[src/hw/rtl/ecc_pkg.sv]
`default_nettype none
package ecc_pkg;

  localparam int FLOORS         = 16;
  localparam int MAX_PASSENGERS = 16;
  localparam int FLOOR_W        = 4;
  localparam int PASS_W         = $clog2(MAX_PASSENGERS);
  localparam int CNT_W          = $clog2(MAX_PASSENGERS + 1);
  localparam int ALARM_LEVEL    = 3;
  localparam logic [2:0] COUNT_MAX = 3'd7;

  // input item kinds
  typedef enum logic [2:0] {
    K_TICK     = 3'd0,
    K_CALL     = 3'd1,
    K_OVERLOAD = 3'd2,
    K_FIRE     = 3'd3,
    K_POWER    = 3'd4,
    K_DOOR     = 3'd5,
    K_HELP     = 3'd6
  } kind_t;

  // configuration register indexes
  typedef enum logic [1:0] {
    CFG_SAFE_FLOOR  = 2'd0,
    CFG_START_FLOOR = 2'd1,
    CFG_START_DIR   = 2'd2
  } cfg_idx_t;

  // direction codes
  localparam logic [1:0] DIR_IDLE = 2'b00;
  localparam logic [1:0] DIR_UP   = 2'b01;
  localparam logic [1:0] DIR_DOWN = 2'b11;

  typedef enum logic [1:0] {
    ST_IDLE,
    ST_PREP,
    ST_SCAN,
    ST_FINISH
  } state_t;

  // operation applied to each table entry during the scan
  typedef enum logic [1:0] {
    OP_NONE,
    OP_ARRIVE,
    OP_CALL,
    OP_RETARGET
  } op_t;

  typedef struct packed {
    logic               valid;
    logic               onboard;
    logic [FLOOR_W-1:0] pickup;
    logic [FLOOR_W-1:0] target;
  } entry_t;

  // per-entry request from the sequencer
  typedef struct packed {
    op_t                op;
    logic               board;
    logic               alloc_open;
    logic [FLOOR_W-1:0] floor;
    logic [FLOOR_W-1:0] pick;
    logic [FLOOR_W-1:0] targ;
    logic [FLOOR_W-1:0] safe;
  } unit_req_t;

  // per-entry response to the sequencer
  typedef struct packed {
    logic               take;
    logic               set_en;
    logic [FLOOR_W-1:0] set_floor;
  } unit_rsp_t;

  function automatic logic [FLOOR_W-1:0] clamp_floor(input logic [FLOOR_W-1:0] f);
    logic [FLOOR_W:0] fe;
    fe = {1'b0, f};
    if (fe < (FLOOR_W+1)'(FLOORS)) return f;
    return FLOOR_W'(FLOORS - 1);
  endfunction

  function automatic logic [1:0] decode_dir(input logic [1:0] v);
    logic [1:0] d;
    unique case (v)
      2'b00:   d = DIR_IDLE;
      2'b01:   d = DIR_UP;
      default: d = DIR_DOWN;
    endcase
    return d;
  endfunction

  function automatic logic [FLOOR_W-1:0] lowest_set(input logic [FLOORS-1:0] m);
    logic [FLOOR_W-1:0] idx;
    idx = '0;
    for (int i = FLOORS - 1; i >= 0; i--) begin
      if (m[i]) idx = FLOOR_W'(i);
    end
    return idx;
  endfunction

endpackage
`default_nettype wire

[src/hw/rtl/ecc_if.sv]
`default_nettype none
interface ecc_in_if;
  logic       valid;
  logic       ready;
  logic [2:0] kind;
  logic [3:0] pickup_floor;
  logic [3:0] target_floor;

  modport source (output valid, kind, pickup_floor, target_floor, input ready);
  modport sink   (input valid, kind, pickup_floor, target_floor, output ready);
endinterface

interface ecc_out_if;
  logic              valid;
  logic              ready;
  logic [3:0]        car_floor;
  logic signed [1:0] heading;
  logic              stopped_here;
  logic [4:0]        riders;
  logic [4:0]        waiting;
  logic              door_warning;
  logic              help_alarm;
  logic              overloaded;
  logic              door_blocked;
  logic              emergency;
  logic              call_rejected;

  modport source (output valid, car_floor, heading, stopped_here, riders, waiting,
                  door_warning, help_alarm, overloaded, door_blocked, emergency,
                  call_rejected, input ready);
  modport sink   (input valid, car_floor, heading, stopped_here, riders, waiting,
                  door_warning, help_alarm, overloaded, door_blocked, emergency,
                  call_rejected, output ready);
endinterface
`default_nettype wire

[src/hw/rtl/ecc_entry_unit.sv]
`default_nettype none
module ecc_entry_unit (
  input  wire ecc_pkg::unit_req_t req,
  input  wire ecc_pkg::entry_t    ent,
  output ecc_pkg::entry_t         ent_new,
  output ecc_pkg::unit_rsp_t      rsp
);
  import ecc_pkg::*;

  // update of one passenger entry, shared by every scan step
  always_comb begin
    ent_new = ent;
    rsp     = '0;
    unique case (req.op)
      OP_ARRIVE: begin
        if (ent.valid && ent.onboard && ent.target == req.floor) begin
          ent_new.valid = 1'b0;
        end else if (req.board && ent.valid && !ent.onboard && ent.pickup == req.floor) begin
          ent_new.onboard = 1'b1;
          rsp.set_en      = 1'b1;
          rsp.set_floor   = ent.target;
        end
      end
      OP_CALL: begin
        if (req.alloc_open && !ent.valid) begin
          ent_new.valid   = 1'b1;
          ent_new.pickup  = req.pick;
          ent_new.target  = req.targ;
          ent_new.onboard = (req.pick == req.floor);
          rsp.take        = 1'b1;
          rsp.set_en      = 1'b1;
          rsp.set_floor   = (req.pick == req.floor) ? req.targ : req.pick;
        end
      end
      OP_RETARGET: begin
        if (ent.valid && ent.onboard) ent_new.target = req.safe;
      end
      default: begin
      end
    endcase
  end

endmodule
`default_nettype wire

[src/hw/rtl/elevator_car_controller.sv]
// Elevator car controller. Each input beat (tick, call, hazard event) is taken
// only while the block is idle and yields exactly one result beat. An item
// passes through an accept step, a set-up step, one pass over the passenger
// table through a single shared entry unit at one entry a cycle, and a
// finishing step that settles the direction and loads the output register.
// A new beat is taken while the previous result still waits; the finishing
// step waits for the output register. Configuration writes are applied at once
// and belong in idle periods.
`default_nettype none
module elevator_car_controller (
  input  wire             clk,
  input  wire             rst_n,
  ecc_in_if.sink          in_ch,
  ecc_out_if.source       out_ch,
  input  wire             cfg_we,
  input  wire       [1:0] cfg_index,
  input  wire       [3:0] cfg_data
);
  import ecc_pkg::*;

  state_t state_r, state_nxt;

  logic [2:0]          kind_r, kind_nxt;
  logic [FLOOR_W-1:0]  pick_r, pick_nxt, targ_r, targ_nxt;
  logic [FLOOR_W-1:0]  floor_r, floor_nxt, safe_r, safe_nxt;
  logic [1:0]          dir_r, dir_nxt;
  logic [FLOORS-1:0]   mask_r, mask_nxt;
  logic                ovl_r, ovl_nxt, fire_r, fire_nxt, pwr_r, pwr_nxt;
  logic                door_r, door_nxt, help_r, help_nxt;
  logic [2:0]          blk_cnt_r, blk_cnt_nxt, help_cnt_r, help_cnt_nxt;
  logic                arr_r, arr_nxt, board_r, board_nxt;
  logic                alloc_ok_r, alloc_ok_nxt, found_r, found_nxt;
  op_t                 op_r, op_nxt;
  logic [PASS_W-1:0]   idx_r, idx_nxt;
  logic [CNT_W-1:0]    rid_cnt_r, rid_cnt_nxt, wait_cnt_r, wait_cnt_nxt;
  logic                out_valid_r, out_valid_nxt;

  // result register
  logic [3:0]          res_floor_r, res_floor_nxt;
  logic [1:0]          res_dir_r, res_dir_nxt;
  logic                res_stop_r, res_stop_nxt, res_rej_r, res_rej_nxt;
  logic [CNT_W-1:0]    res_rid_r, res_rid_nxt, res_wait_r, res_wait_nxt;
  logic                res_warn_r, res_warn_nxt, res_alarm_r, res_alarm_nxt;
  logic                res_ovl_r, res_ovl_nxt, res_door_r, res_door_nxt;
  logic                res_emerg_r, res_emerg_nxt;

  // passenger table: valid bits reset, payload not
  logic                ent_v_r [MAX_PASSENGERS];
  entry_t              ent_p_r [MAX_PASSENGERS];

  entry_t    ent_cur, ent_new;
  unit_req_t req;
  unit_rsp_t rsp;
  logic      accept, out_free, scan_wr;

  logic [FLOOR_W-1:0] fl_move, low_idx;
  logic [FLOORS-1:0]  mask_fin;

  assign accept   = in_ch.valid && in_ch.ready;
  assign out_free = !out_valid_r || out_ch.ready;

  // entry read at the scan index
  always_comb begin
    ent_cur       = ent_p_r[idx_r];
    ent_cur.valid = ent_v_r[idx_r];
  end

  always_comb begin
    req.op         = op_r;
    req.board      = board_r;
    req.alloc_open = alloc_ok_r && !found_r;
    req.floor      = floor_r;
    req.pick       = pick_r;
    req.targ       = targ_r;
    req.safe       = clamp_floor(safe_r);
  end

  ecc_entry_unit u_unit (
    .req     (req),
    .ent     (ent_cur),
    .ent_new (ent_new),
    .rsp     (rsp)
  );

  // next state
  always_comb begin
    state_nxt = state_r;
    unique case (state_r)
      ST_IDLE:   if (accept) state_nxt = ST_PREP;
      ST_PREP:   state_nxt = ST_SCAN;
      ST_SCAN:   if (idx_r == PASS_W'(MAX_PASSENGERS - 1)) state_nxt = ST_FINISH;
      ST_FINISH: if (out_free) state_nxt = ST_IDLE;
      default:   state_nxt = ST_IDLE;
    endcase
  end

  assign in_ch.ready = (state_r == ST_IDLE);
  assign scan_wr     = (state_r == ST_SCAN);

  // one floor step in the current direction, stopping at the shaft ends
  always_comb begin
    fl_move = floor_r;
    if (dir_r == DIR_UP && floor_r != FLOOR_W'(FLOORS - 1)) fl_move = floor_r + 1'b1;
    else if (dir_r == DIR_DOWN && floor_r != '0) fl_move = floor_r - 1'b1;
  end

  always_comb begin
    mask_fin = mask_r;
    if (arr_r) mask_fin[floor_r] = 1'b0;
    low_idx = lowest_set(mask_fin);
  end

  // datapath
  always_comb begin
    kind_nxt      = kind_r;
    pick_nxt      = pick_r;
    targ_nxt      = targ_r;
    floor_nxt     = floor_r;
    safe_nxt      = safe_r;
    dir_nxt       = dir_r;
    mask_nxt      = mask_r;
    ovl_nxt       = ovl_r;
    fire_nxt      = fire_r;
    pwr_nxt       = pwr_r;
    door_nxt      = door_r;
    help_nxt      = help_r;
    blk_cnt_nxt   = blk_cnt_r;
    help_cnt_nxt  = help_cnt_r;
    arr_nxt       = arr_r;
    board_nxt     = board_r;
    alloc_ok_nxt  = alloc_ok_r;
    found_nxt     = found_r;
    op_nxt        = op_r;
    idx_nxt       = idx_r;
    rid_cnt_nxt   = rid_cnt_r;
    wait_cnt_nxt  = wait_cnt_r;
    out_valid_nxt = out_valid_r && !out_ch.ready;
    res_floor_nxt = res_floor_r;
    res_dir_nxt   = res_dir_r;
    res_stop_nxt  = res_stop_r;
    res_rej_nxt   = res_rej_r;
    res_rid_nxt   = res_rid_r;
    res_wait_nxt  = res_wait_r;
    res_warn_nxt  = res_warn_r;
    res_alarm_nxt = res_alarm_r;
    res_ovl_nxt   = res_ovl_r;
    res_door_nxt  = res_door_r;
    res_emerg_nxt = res_emerg_r;

    unique case (state_r)
      ST_IDLE: begin
        if (accept) begin
          kind_nxt = in_ch.kind;
          pick_nxt = in_ch.pickup_floor;
          targ_nxt = in_ch.target_floor;
        end
      end
      ST_PREP: begin
        arr_nxt      = 1'b0;
        board_nxt    = 1'b0;
        alloc_ok_nxt = 1'b0;
        found_nxt    = 1'b0;
        op_nxt       = OP_NONE;
        idx_nxt      = '0;
        rid_cnt_nxt  = '0;
        wait_cnt_nxt = '0;
        unique case (kind_r)
          K_TICK: begin
            if (help_r && help_cnt_r != COUNT_MAX) help_cnt_nxt = help_cnt_r + 1'b1;
            if (door_r) begin
              if (blk_cnt_r != COUNT_MAX) blk_cnt_nxt = blk_cnt_r + 1'b1;
            end else if (!ovl_r) begin
              floor_nxt = fl_move;
              if (mask_r[fl_move]) begin
                arr_nxt   = 1'b1;
                board_nxt = !(fire_r || pwr_r);
                op_nxt    = OP_ARRIVE;
              end
            end
          end
          K_CALL: begin
            alloc_ok_nxt = ({1'b0, pick_r} < (FLOOR_W+1)'(FLOORS))
                        && ({1'b0, targ_r} < (FLOOR_W+1)'(FLOORS));
            op_nxt = OP_CALL;
          end
          K_OVERLOAD: ovl_nxt = !ovl_r;
          K_FIRE, K_POWER: begin
            if (kind_r == K_FIRE) fire_nxt = 1'b1;
            else pwr_nxt = 1'b1;
            mask_nxt                   = '0;
            mask_nxt[clamp_floor(safe_r)] = 1'b1;
            op_nxt                     = OP_RETARGET;
          end
          K_DOOR: begin
            door_nxt = !door_r;
            if (door_r) blk_cnt_nxt = '0;
          end
          K_HELP: begin
            help_nxt = !help_r;
            if (help_r) help_cnt_nxt = '0;
          end
          default: begin
          end
        endcase
      end
      ST_SCAN: begin
        if (rsp.set_en) mask_nxt[rsp.set_floor] = 1'b1;
        if (rsp.take) found_nxt = 1'b1;
        if (ent_new.valid && ent_new.onboard) rid_cnt_nxt = rid_cnt_r + 1'b1;
        if (ent_new.valid && !ent_new.onboard) wait_cnt_nxt = wait_cnt_r + 1'b1;
        idx_nxt = idx_r + 1'b1;
      end
      ST_FINISH: begin
        if (out_free) begin
          mask_nxt = mask_fin;
          if (kind_r == K_TICK || kind_r == K_CALL || kind_r == K_FIRE
              || kind_r == K_POWER) begin
            if (mask_fin == '0) dir_nxt = DIR_IDLE;
            else if (low_idx > floor_r) dir_nxt = DIR_UP;
            else if (low_idx < floor_r) dir_nxt = DIR_DOWN;
          end
          out_valid_nxt = 1'b1;
          res_floor_nxt = floor_r;
          res_dir_nxt   = dir_nxt;
          res_stop_nxt  = arr_r;
          res_rej_nxt   = (kind_r == K_CALL) && !(alloc_ok_r && found_r);
          res_rid_nxt   = rid_cnt_r;
          res_wait_nxt  = wait_cnt_r;
          res_warn_nxt  = (blk_cnt_r > 3'(ALARM_LEVEL));
          res_alarm_nxt = (help_cnt_r > 3'(ALARM_LEVEL));
          res_ovl_nxt   = ovl_r;
          res_door_nxt  = door_r;
          res_emerg_nxt = fire_r || pwr_r;
        end
      end
      default: begin
      end
    endcase

    // configuration writes
    if (cfg_we) begin
      unique case (cfg_index)
        CFG_SAFE_FLOOR:  safe_nxt  = cfg_data;
        CFG_START_FLOOR: floor_nxt = clamp_floor(cfg_data);
        CFG_START_DIR:   dir_nxt   = decode_dir(cfg_data[1:0]);
        default: begin
        end
      endcase
    end
  end

  // control registers
  always_ff @(posedge clk) begin
    if (!rst_n) begin
      state_r     <= ST_IDLE;
      floor_r     <= '0;
      safe_r      <= FLOOR_W'(1);
      dir_r       <= DIR_IDLE;
      mask_r      <= '0;
      ovl_r       <= 1'b0;
      fire_r      <= 1'b0;
      pwr_r       <= 1'b0;
      door_r      <= 1'b0;
      help_r      <= 1'b0;
      blk_cnt_r   <= '0;
      help_cnt_r  <= '0;
      idx_r       <= '0;
      out_valid_r <= 1'b0;
    end else begin
      state_r     <= state_nxt;
      floor_r     <= floor_nxt;
      safe_r      <= safe_nxt;
      dir_r       <= dir_nxt;
      mask_r      <= mask_nxt;
      ovl_r       <= ovl_nxt;
      fire_r      <= fire_nxt;
      pwr_r       <= pwr_nxt;
      door_r      <= door_nxt;
      help_r      <= help_nxt;
      blk_cnt_r   <= blk_cnt_nxt;
      help_cnt_r  <= help_cnt_nxt;
      idx_r       <= idx_nxt;
      out_valid_r <= out_valid_nxt;
    end
  end

  // item and result payload
  always_ff @(posedge clk) begin
    kind_r      <= kind_nxt;
    pick_r      <= pick_nxt;
    targ_r      <= targ_nxt;
    arr_r       <= arr_nxt;
    board_r     <= board_nxt;
    alloc_ok_r  <= alloc_ok_nxt;
    found_r     <= found_nxt;
    op_r        <= op_nxt;
    rid_cnt_r   <= rid_cnt_nxt;
    wait_cnt_r  <= wait_cnt_nxt;
    res_floor_r <= res_floor_nxt;
    res_dir_r   <= res_dir_nxt;
    res_stop_r  <= res_stop_nxt;
    res_rej_r   <= res_rej_nxt;
    res_rid_r   <= res_rid_nxt;
    res_wait_r  <= res_wait_nxt;
    res_warn_r  <= res_warn_nxt;
    res_alarm_r <= res_alarm_nxt;
    res_ovl_r   <= res_ovl_nxt;
    res_door_r  <= res_door_nxt;
    res_emerg_r <= res_emerg_nxt;
  end

  // passenger table write-back at the scan index
  always_ff @(posedge clk) begin
    if (!rst_n) begin
      for (int i = 0; i < MAX_PASSENGERS; i++) ent_v_r[i] <= 1'b0;
    end else if (scan_wr) begin
      ent_v_r[idx_r] <= ent_new.valid;
    end
  end

  always_ff @(posedge clk) begin
    if (scan_wr) ent_p_r[idx_r] <= ent_new;
  end

  // result port
  assign out_ch.valid         = out_valid_r;
  assign out_ch.car_floor     = res_floor_r;
  assign out_ch.heading       = res_dir_r;
  assign out_ch.stopped_here  = res_stop_r;
  assign out_ch.riders        = res_rid_r;
  assign out_ch.waiting       = res_wait_r;
  assign out_ch.door_warning  = res_warn_r;
  assign out_ch.help_alarm    = res_alarm_r;
  assign out_ch.overloaded    = res_ovl_r;
  assign out_ch.door_blocked  = res_door_r;
  assign out_ch.emergency     = res_emerg_r;
  assign out_ch.call_rejected = res_rej_r;

  // checks
  a_occupancy: assert property (@(posedge clk) disable iff (!rst_n)
    out_ch.valid |-> ({1'b0, res_rid_r} + {1'b0, res_wait_r}) <= (CNT_W+1)'(MAX_PASSENGERS))
    else $error("more passengers than table entries");

  a_busy_after_accept: assert property (@(posedge clk) disable iff (!rst_n)
    accept |=> !in_ch.ready)
    else $error("input taken again before the item was processed");

  a_stop_not_call: assert property (@(posedge clk) disable iff (!rst_n)
    (out_ch.valid && out_ch.stopped_here) |-> !out_ch.call_rejected)
    else $error("stop and call rejection in one result");

endmodule
`default_nettype wire
[src/flat_wrapper.sv]
// flat-port wrapper written by rule: the top's interface ports become plain ports
module elevator_car_controller_flat import ecc_pkg::*;
  (clk, rst_n, cfg_we, cfg_index, cfg_data, in_ch_valid, in_ch_kind, in_ch_pickup_floor, in_ch_target_floor, in_ch_ready, out_ch_valid, out_ch_car_floor, out_ch_heading, out_ch_stopped_here, out_ch_riders, out_ch_waiting, out_ch_door_warning, out_ch_help_alarm, out_ch_overloaded, out_ch_door_blocked, out_ch_emergency, out_ch_call_rejected, out_ch_ready);
  ecc_in_if in_ch_i ();
  ecc_out_if out_ch_i ();
  input  wire clk;
  input  wire rst_n;
  input  wire cfg_we;
  input  wire       [1:0] cfg_index;
  input  wire       [3:0] cfg_data;
  input wire logic [$bits(in_ch_i.valid)-1:0] in_ch_valid;
  input wire logic [$bits(in_ch_i.kind)-1:0] in_ch_kind;
  input wire logic [$bits(in_ch_i.pickup_floor)-1:0] in_ch_pickup_floor;
  input wire logic [$bits(in_ch_i.target_floor)-1:0] in_ch_target_floor;
  output wire logic [$bits(in_ch_i.ready)-1:0] in_ch_ready;
  output wire logic [$bits(out_ch_i.valid)-1:0] out_ch_valid;
  output wire logic [$bits(out_ch_i.car_floor)-1:0] out_ch_car_floor;
  output wire logic [$bits(out_ch_i.heading)-1:0] out_ch_heading;
  output wire logic [$bits(out_ch_i.stopped_here)-1:0] out_ch_stopped_here;
  output wire logic [$bits(out_ch_i.riders)-1:0] out_ch_riders;
  output wire logic [$bits(out_ch_i.waiting)-1:0] out_ch_waiting;
  output wire logic [$bits(out_ch_i.door_warning)-1:0] out_ch_door_warning;
  output wire logic [$bits(out_ch_i.help_alarm)-1:0] out_ch_help_alarm;
  output wire logic [$bits(out_ch_i.overloaded)-1:0] out_ch_overloaded;
  output wire logic [$bits(out_ch_i.door_blocked)-1:0] out_ch_door_blocked;
  output wire logic [$bits(out_ch_i.emergency)-1:0] out_ch_emergency;
  output wire logic [$bits(out_ch_i.call_rejected)-1:0] out_ch_call_rejected;
  input wire logic [$bits(out_ch_i.ready)-1:0] out_ch_ready;
  assign in_ch_i.valid = in_ch_valid;
  assign in_ch_i.kind = in_ch_kind;
  assign in_ch_i.pickup_floor = in_ch_pickup_floor;
  assign in_ch_i.target_floor = in_ch_target_floor;
  assign in_ch_ready = in_ch_i.ready;
  assign out_ch_valid = out_ch_i.valid;
  assign out_ch_car_floor = out_ch_i.car_floor;
  assign out_ch_heading = out_ch_i.heading;
  assign out_ch_stopped_here = out_ch_i.stopped_here;
  assign out_ch_riders = out_ch_i.riders;
  assign out_ch_waiting = out_ch_i.waiting;
  assign out_ch_door_warning = out_ch_i.door_warning;
  assign out_ch_help_alarm = out_ch_i.help_alarm;
  assign out_ch_overloaded = out_ch_i.overloaded;
  assign out_ch_door_blocked = out_ch_i.door_blocked;
  assign out_ch_emergency = out_ch_i.emergency;
  assign out_ch_call_rejected = out_ch_i.call_rejected;
  assign out_ch_i.ready = out_ch_ready;
  elevator_car_controller u_core (.clk(clk), .rst_n(rst_n), .in_ch(in_ch_i), .out_ch(out_ch_i), .cfg_we(cfg_we), .cfg_index(cfg_index), .cfg_data(cfg_data));
endmodule
[config.mk]
export PLATFORM = sky130hd
export DESIGN_NAME = elevator_car_controller_flat
export DESIGN_NICKNAME = d
export VERILOG_FILES = /design/src/hw/rtl/ecc_pkg.sv /design/src/hw/rtl/ecc_if.sv /design/src/hw/rtl/ecc_entry_unit.sv /design/src/hw/rtl/elevator_car_controller.sv /design/src/flat_wrapper.sv
export SDC_FILE = /design/constraint.sdc
export NUM_CORES = 1
export LEC_CHECK = 0
export BUFFER_PORTS_ARGS = -buffer_cell sky130_fd_sc_hd__buf_2
export CAP_MARGIN = 20
export CORE_UTILIZATION = 50
export DETAILED_ROUTE_END_ITERATION = 6
export PLACE_DENSITY = 0.69
export RECOVER_POWER = 100
export SLEW_MARGIN = 20
export SYNTH_ARGS = -nofsm -noshare
export SYNTH_HDL_FRONTEND = slang
export SYNTH_HIERARCHICAL = 1
export SYNTH_SLANG_ARGS = --single-unit
[constraint.sdc]
create_clock -name clk -period 4.3 [get_ports clk]
set_input_delay 0.215 -clock clk [delete_from_list [all_inputs] [get_ports clk]]
set_output_delay 0.215 -clock clk [all_outputs]
set_load 0.05 [all_outputs]
==> flow_metrics.tcl <==
set metrics [dict create \
    fin_ws_ns 0.455 \
    relSlewSlack_pct 22.4 \
    areaGrowthSynthToFinish_pct 12.6 \
    grt_setup_unrepaired "false" \
    die_width_um 157 \
    synth_top_area_cell "edfxtp_1" \
    start_kind "register" \
    seq_area_um2 7110 \
    async_flop_share_pct 0 \
    multi_input_area_um2 4660 \
    antenna_cells 0 \
    ys_ff_latch 258 \
    grt_max_degree 61 \
    final_cell_mix "edfxtp_1 (194), nand2_1 (112), dfxtp_1 (63)" \
    setup_violations 0 \
    grt_pass1_wl_um 43200 \
    arrival_ns 4.29 \
    ir_worst_vdd_uv 342 \
    crit_fanout 18 \
    htreeDepth 1 \
    slew_viol_final 0 \
    root_buffer "clkbuf_16" \
    tns_ns 0 \
    post_dp_cell_area_um2 12700 \
    finalCritPeriodShare_pct 89.4 \
    cap_violations 0 \
    insertion_delay_ns 0.55 \
    layout_commonest_cell "edfxtp_1" \
    drive_gt1_share_pct 13.7 \
    path_clk_slew_ns 0.06 \
    end_kind "register" \
    io_buffers 46 \
    postSynthAreaPerCell_um2 13.0 \
    syn-num-nets 976 \
    critPathKind "reg -> reg" \
    power.total_mw 7.09 \
    cts_max_path_buffers 3 \
    io_pins 47 \
    core_area_um2 23600 \
    routed_wl_um 27500 \
    p_leak_nw 4.56 \
    start_util_pct 51.1 \
    dpl_worst_slack_ns 0.540 \
    power_density_nw_per_um2 521 \
    dp_hpwl_um 18700 \
    postLayoutCellArea_um2 13600 \
    cts_tree "built" \
    antenna_found_initial 0 \
    grt_pass1_vias 7811 \
    grt-ovfl-total 0 \
    track_usage_pct 23.1 \
    fillCellCount 1917 \
    fin_crit_ns 3.84 \
    nNetsFinal 1049 \
    tritoncts.num_buffers 27 \
    via_count 7796 \
    rows 56 \
    hold_viol 0 \
    syn_inst 927 \
    synth_flop_cell "edfxtp_1" \
    post_drt_wl_per_cell_um 20.5 \
    ant_nets 0 \
    synth_top_area_share_pct 48.2 \
    post_drt_via_cell_ratio 5.82 \
    status "complete, no violations" \
    cts.sinks 258 \
    synth_edf_count 194 \
    drc_errors 0 \
    synth_warnings 6 \
    die_y_um 157 \
    yosysSeqAreaShare_pct 58.8 \
    syn_area_um2 12100 \
    initialDrtViolationCount 751 \
    die_area_um2 24800 \
    worstPathRequired_ns 4.75 \
    cts.repair.resized 0 \
    drt_pre_antenna_iters 7 \
    min_path_type "in -> reg" \
    fmax_mhz 260 \
    gp_congestion 0.900 \
    clock_skew_ns 0.0199 \
    synth_cell_type_count 80 \
    synth.area.top_cells "edfxtp_1 (48%), dfxtp_1 (11%), mux4_2 (9.3%), nand2_1 (3.5%), ha_1 (2.8%)" \
    tightest_slew_ns 1.16 \
]
-- timing repair --
item / 4_1_cts / 5_1_grt
buffers inserted: 0 / 0
hold buffers: 15 / 0
hold endpoints to repair: 19 / 0
-- flip-flops by register name, summed over array words and instances, names as in the netlist, 3 cells and up, named ones only --
| name | flops |
|---|---|
| u_core/ent_v_r | 16 |
| u_core/help_cnt_r | 3 |
| u_core/mask_r | 16 |
| u_core/safe_r | 4 |
| u_core/floor_r | 4 |
| u_core/out_ch.car_floor | 4 |
| u_core/wait_cnt_r | 5 |
| u_core/ent_p_r | 144 |
| u_core/idx_r | 4 |
| u_core/pick_r | 4 |
| u_core/out_ch.riders | 5 |
| u_core/out_ch.waiting | 5 |
| u_core/targ_r | 4 |
| u_core/rid_cnt_r | 5 |
| u_core/blk_cnt_r | 3 |
| u_core/kind_r | 3 |
-- cell families after synthesis --
group,share of synthesized area [%]
xor+xnor,1.88
buf+inv,2.39
compound gates,10.7
simple gates,12.1
flops,58.8
fa+ha+maj,2.80
mux,11.3
-- power by group --
group	switching [mW]	internal (mW)	total [mW]
registers	0.131	3.11	3.24
clock network	0.955	1.28	2.23
logic	1.09	0.518	1.61
total	2.18	4.91	7.09
-- final cells by class --
class / count / share of cell area [%]
clock inverter: 20 / 1.25
clock buffer: 30 / 5.05
tap: 319 / 2.93
multi-input combinational: 602 / 34.3
inverter: 25 / 0.690
timing repair buffer: 86 / 3.56
sequential: 258 / 52.3
-- through the flow --
stage / utilization (%) / instances / hold slack [ns]
finish: 57.6 / 1340 / 0.0653
global route: 57.6 / 1340 / 0.0686
CTS: 58.1 / 1340 / 0.0332
detailed placement: 53.8 / 1275 / 0.393
global placement: 53.8 / 1275 / 0.392
floorplan: - / 927 / 0.314
-- worst paths after layout --
| path | startpoint | to | slack, ns | depth (start not counted) |
|---|---|---|---|---|
| worst min-delay path | cfg_we | u_core/dir_r[1] | 0.07 | 3 |
| worst max register to register | register | u_core/mask_r[2] | 0.46 | 13 |
| worst min register to register | u_core/rid_cnt_r[4] | u_core/out_ch.riders[4] | 0.48 | 0 |
| worst max-delay path | register | u_core/mask_r[2] | 0.46 | 13 |
-- synthesized netlist by cell type, drive strengths merged (13+ instances only) --
master	count
inv	25
dfxtp	64
a21boi	23
edfxtp	194
nor2	55
a21oi	35
nand2	113
xnor2	16
clkbuf	29
a22oi	17
ha	27
mux2i	19
buf	13
o21ai	44
mux4	50
nand3	16
nor2b	31
nand2b	14
-- critical path, cell delays in order (launching register included) --
cell	delay, ns
dfxtp_1	0.38
buf_4	0.36
mux4_2	0.54
mux4_2	0.56
nor2b_1	0.21
nand2_1	0.18
o31ai_1	0.11
nor2b_1	0.17
inv_1	0.06
a222oi_1	0.37
and2_1	0.55
nand2_1	0.11
nand2_1	0.09
nor2_1	0.05
-- metal layers --
metal	up-vias	GRT usage (%)	share of wire, %
met3	63	4.24	6.6
met2	289	39.7	50
met4	0	9.29	3.3
li1	3661	-	-
met5	-	0	0
met1	3783	28.9	40
Power figures use the tool's default switching activity.
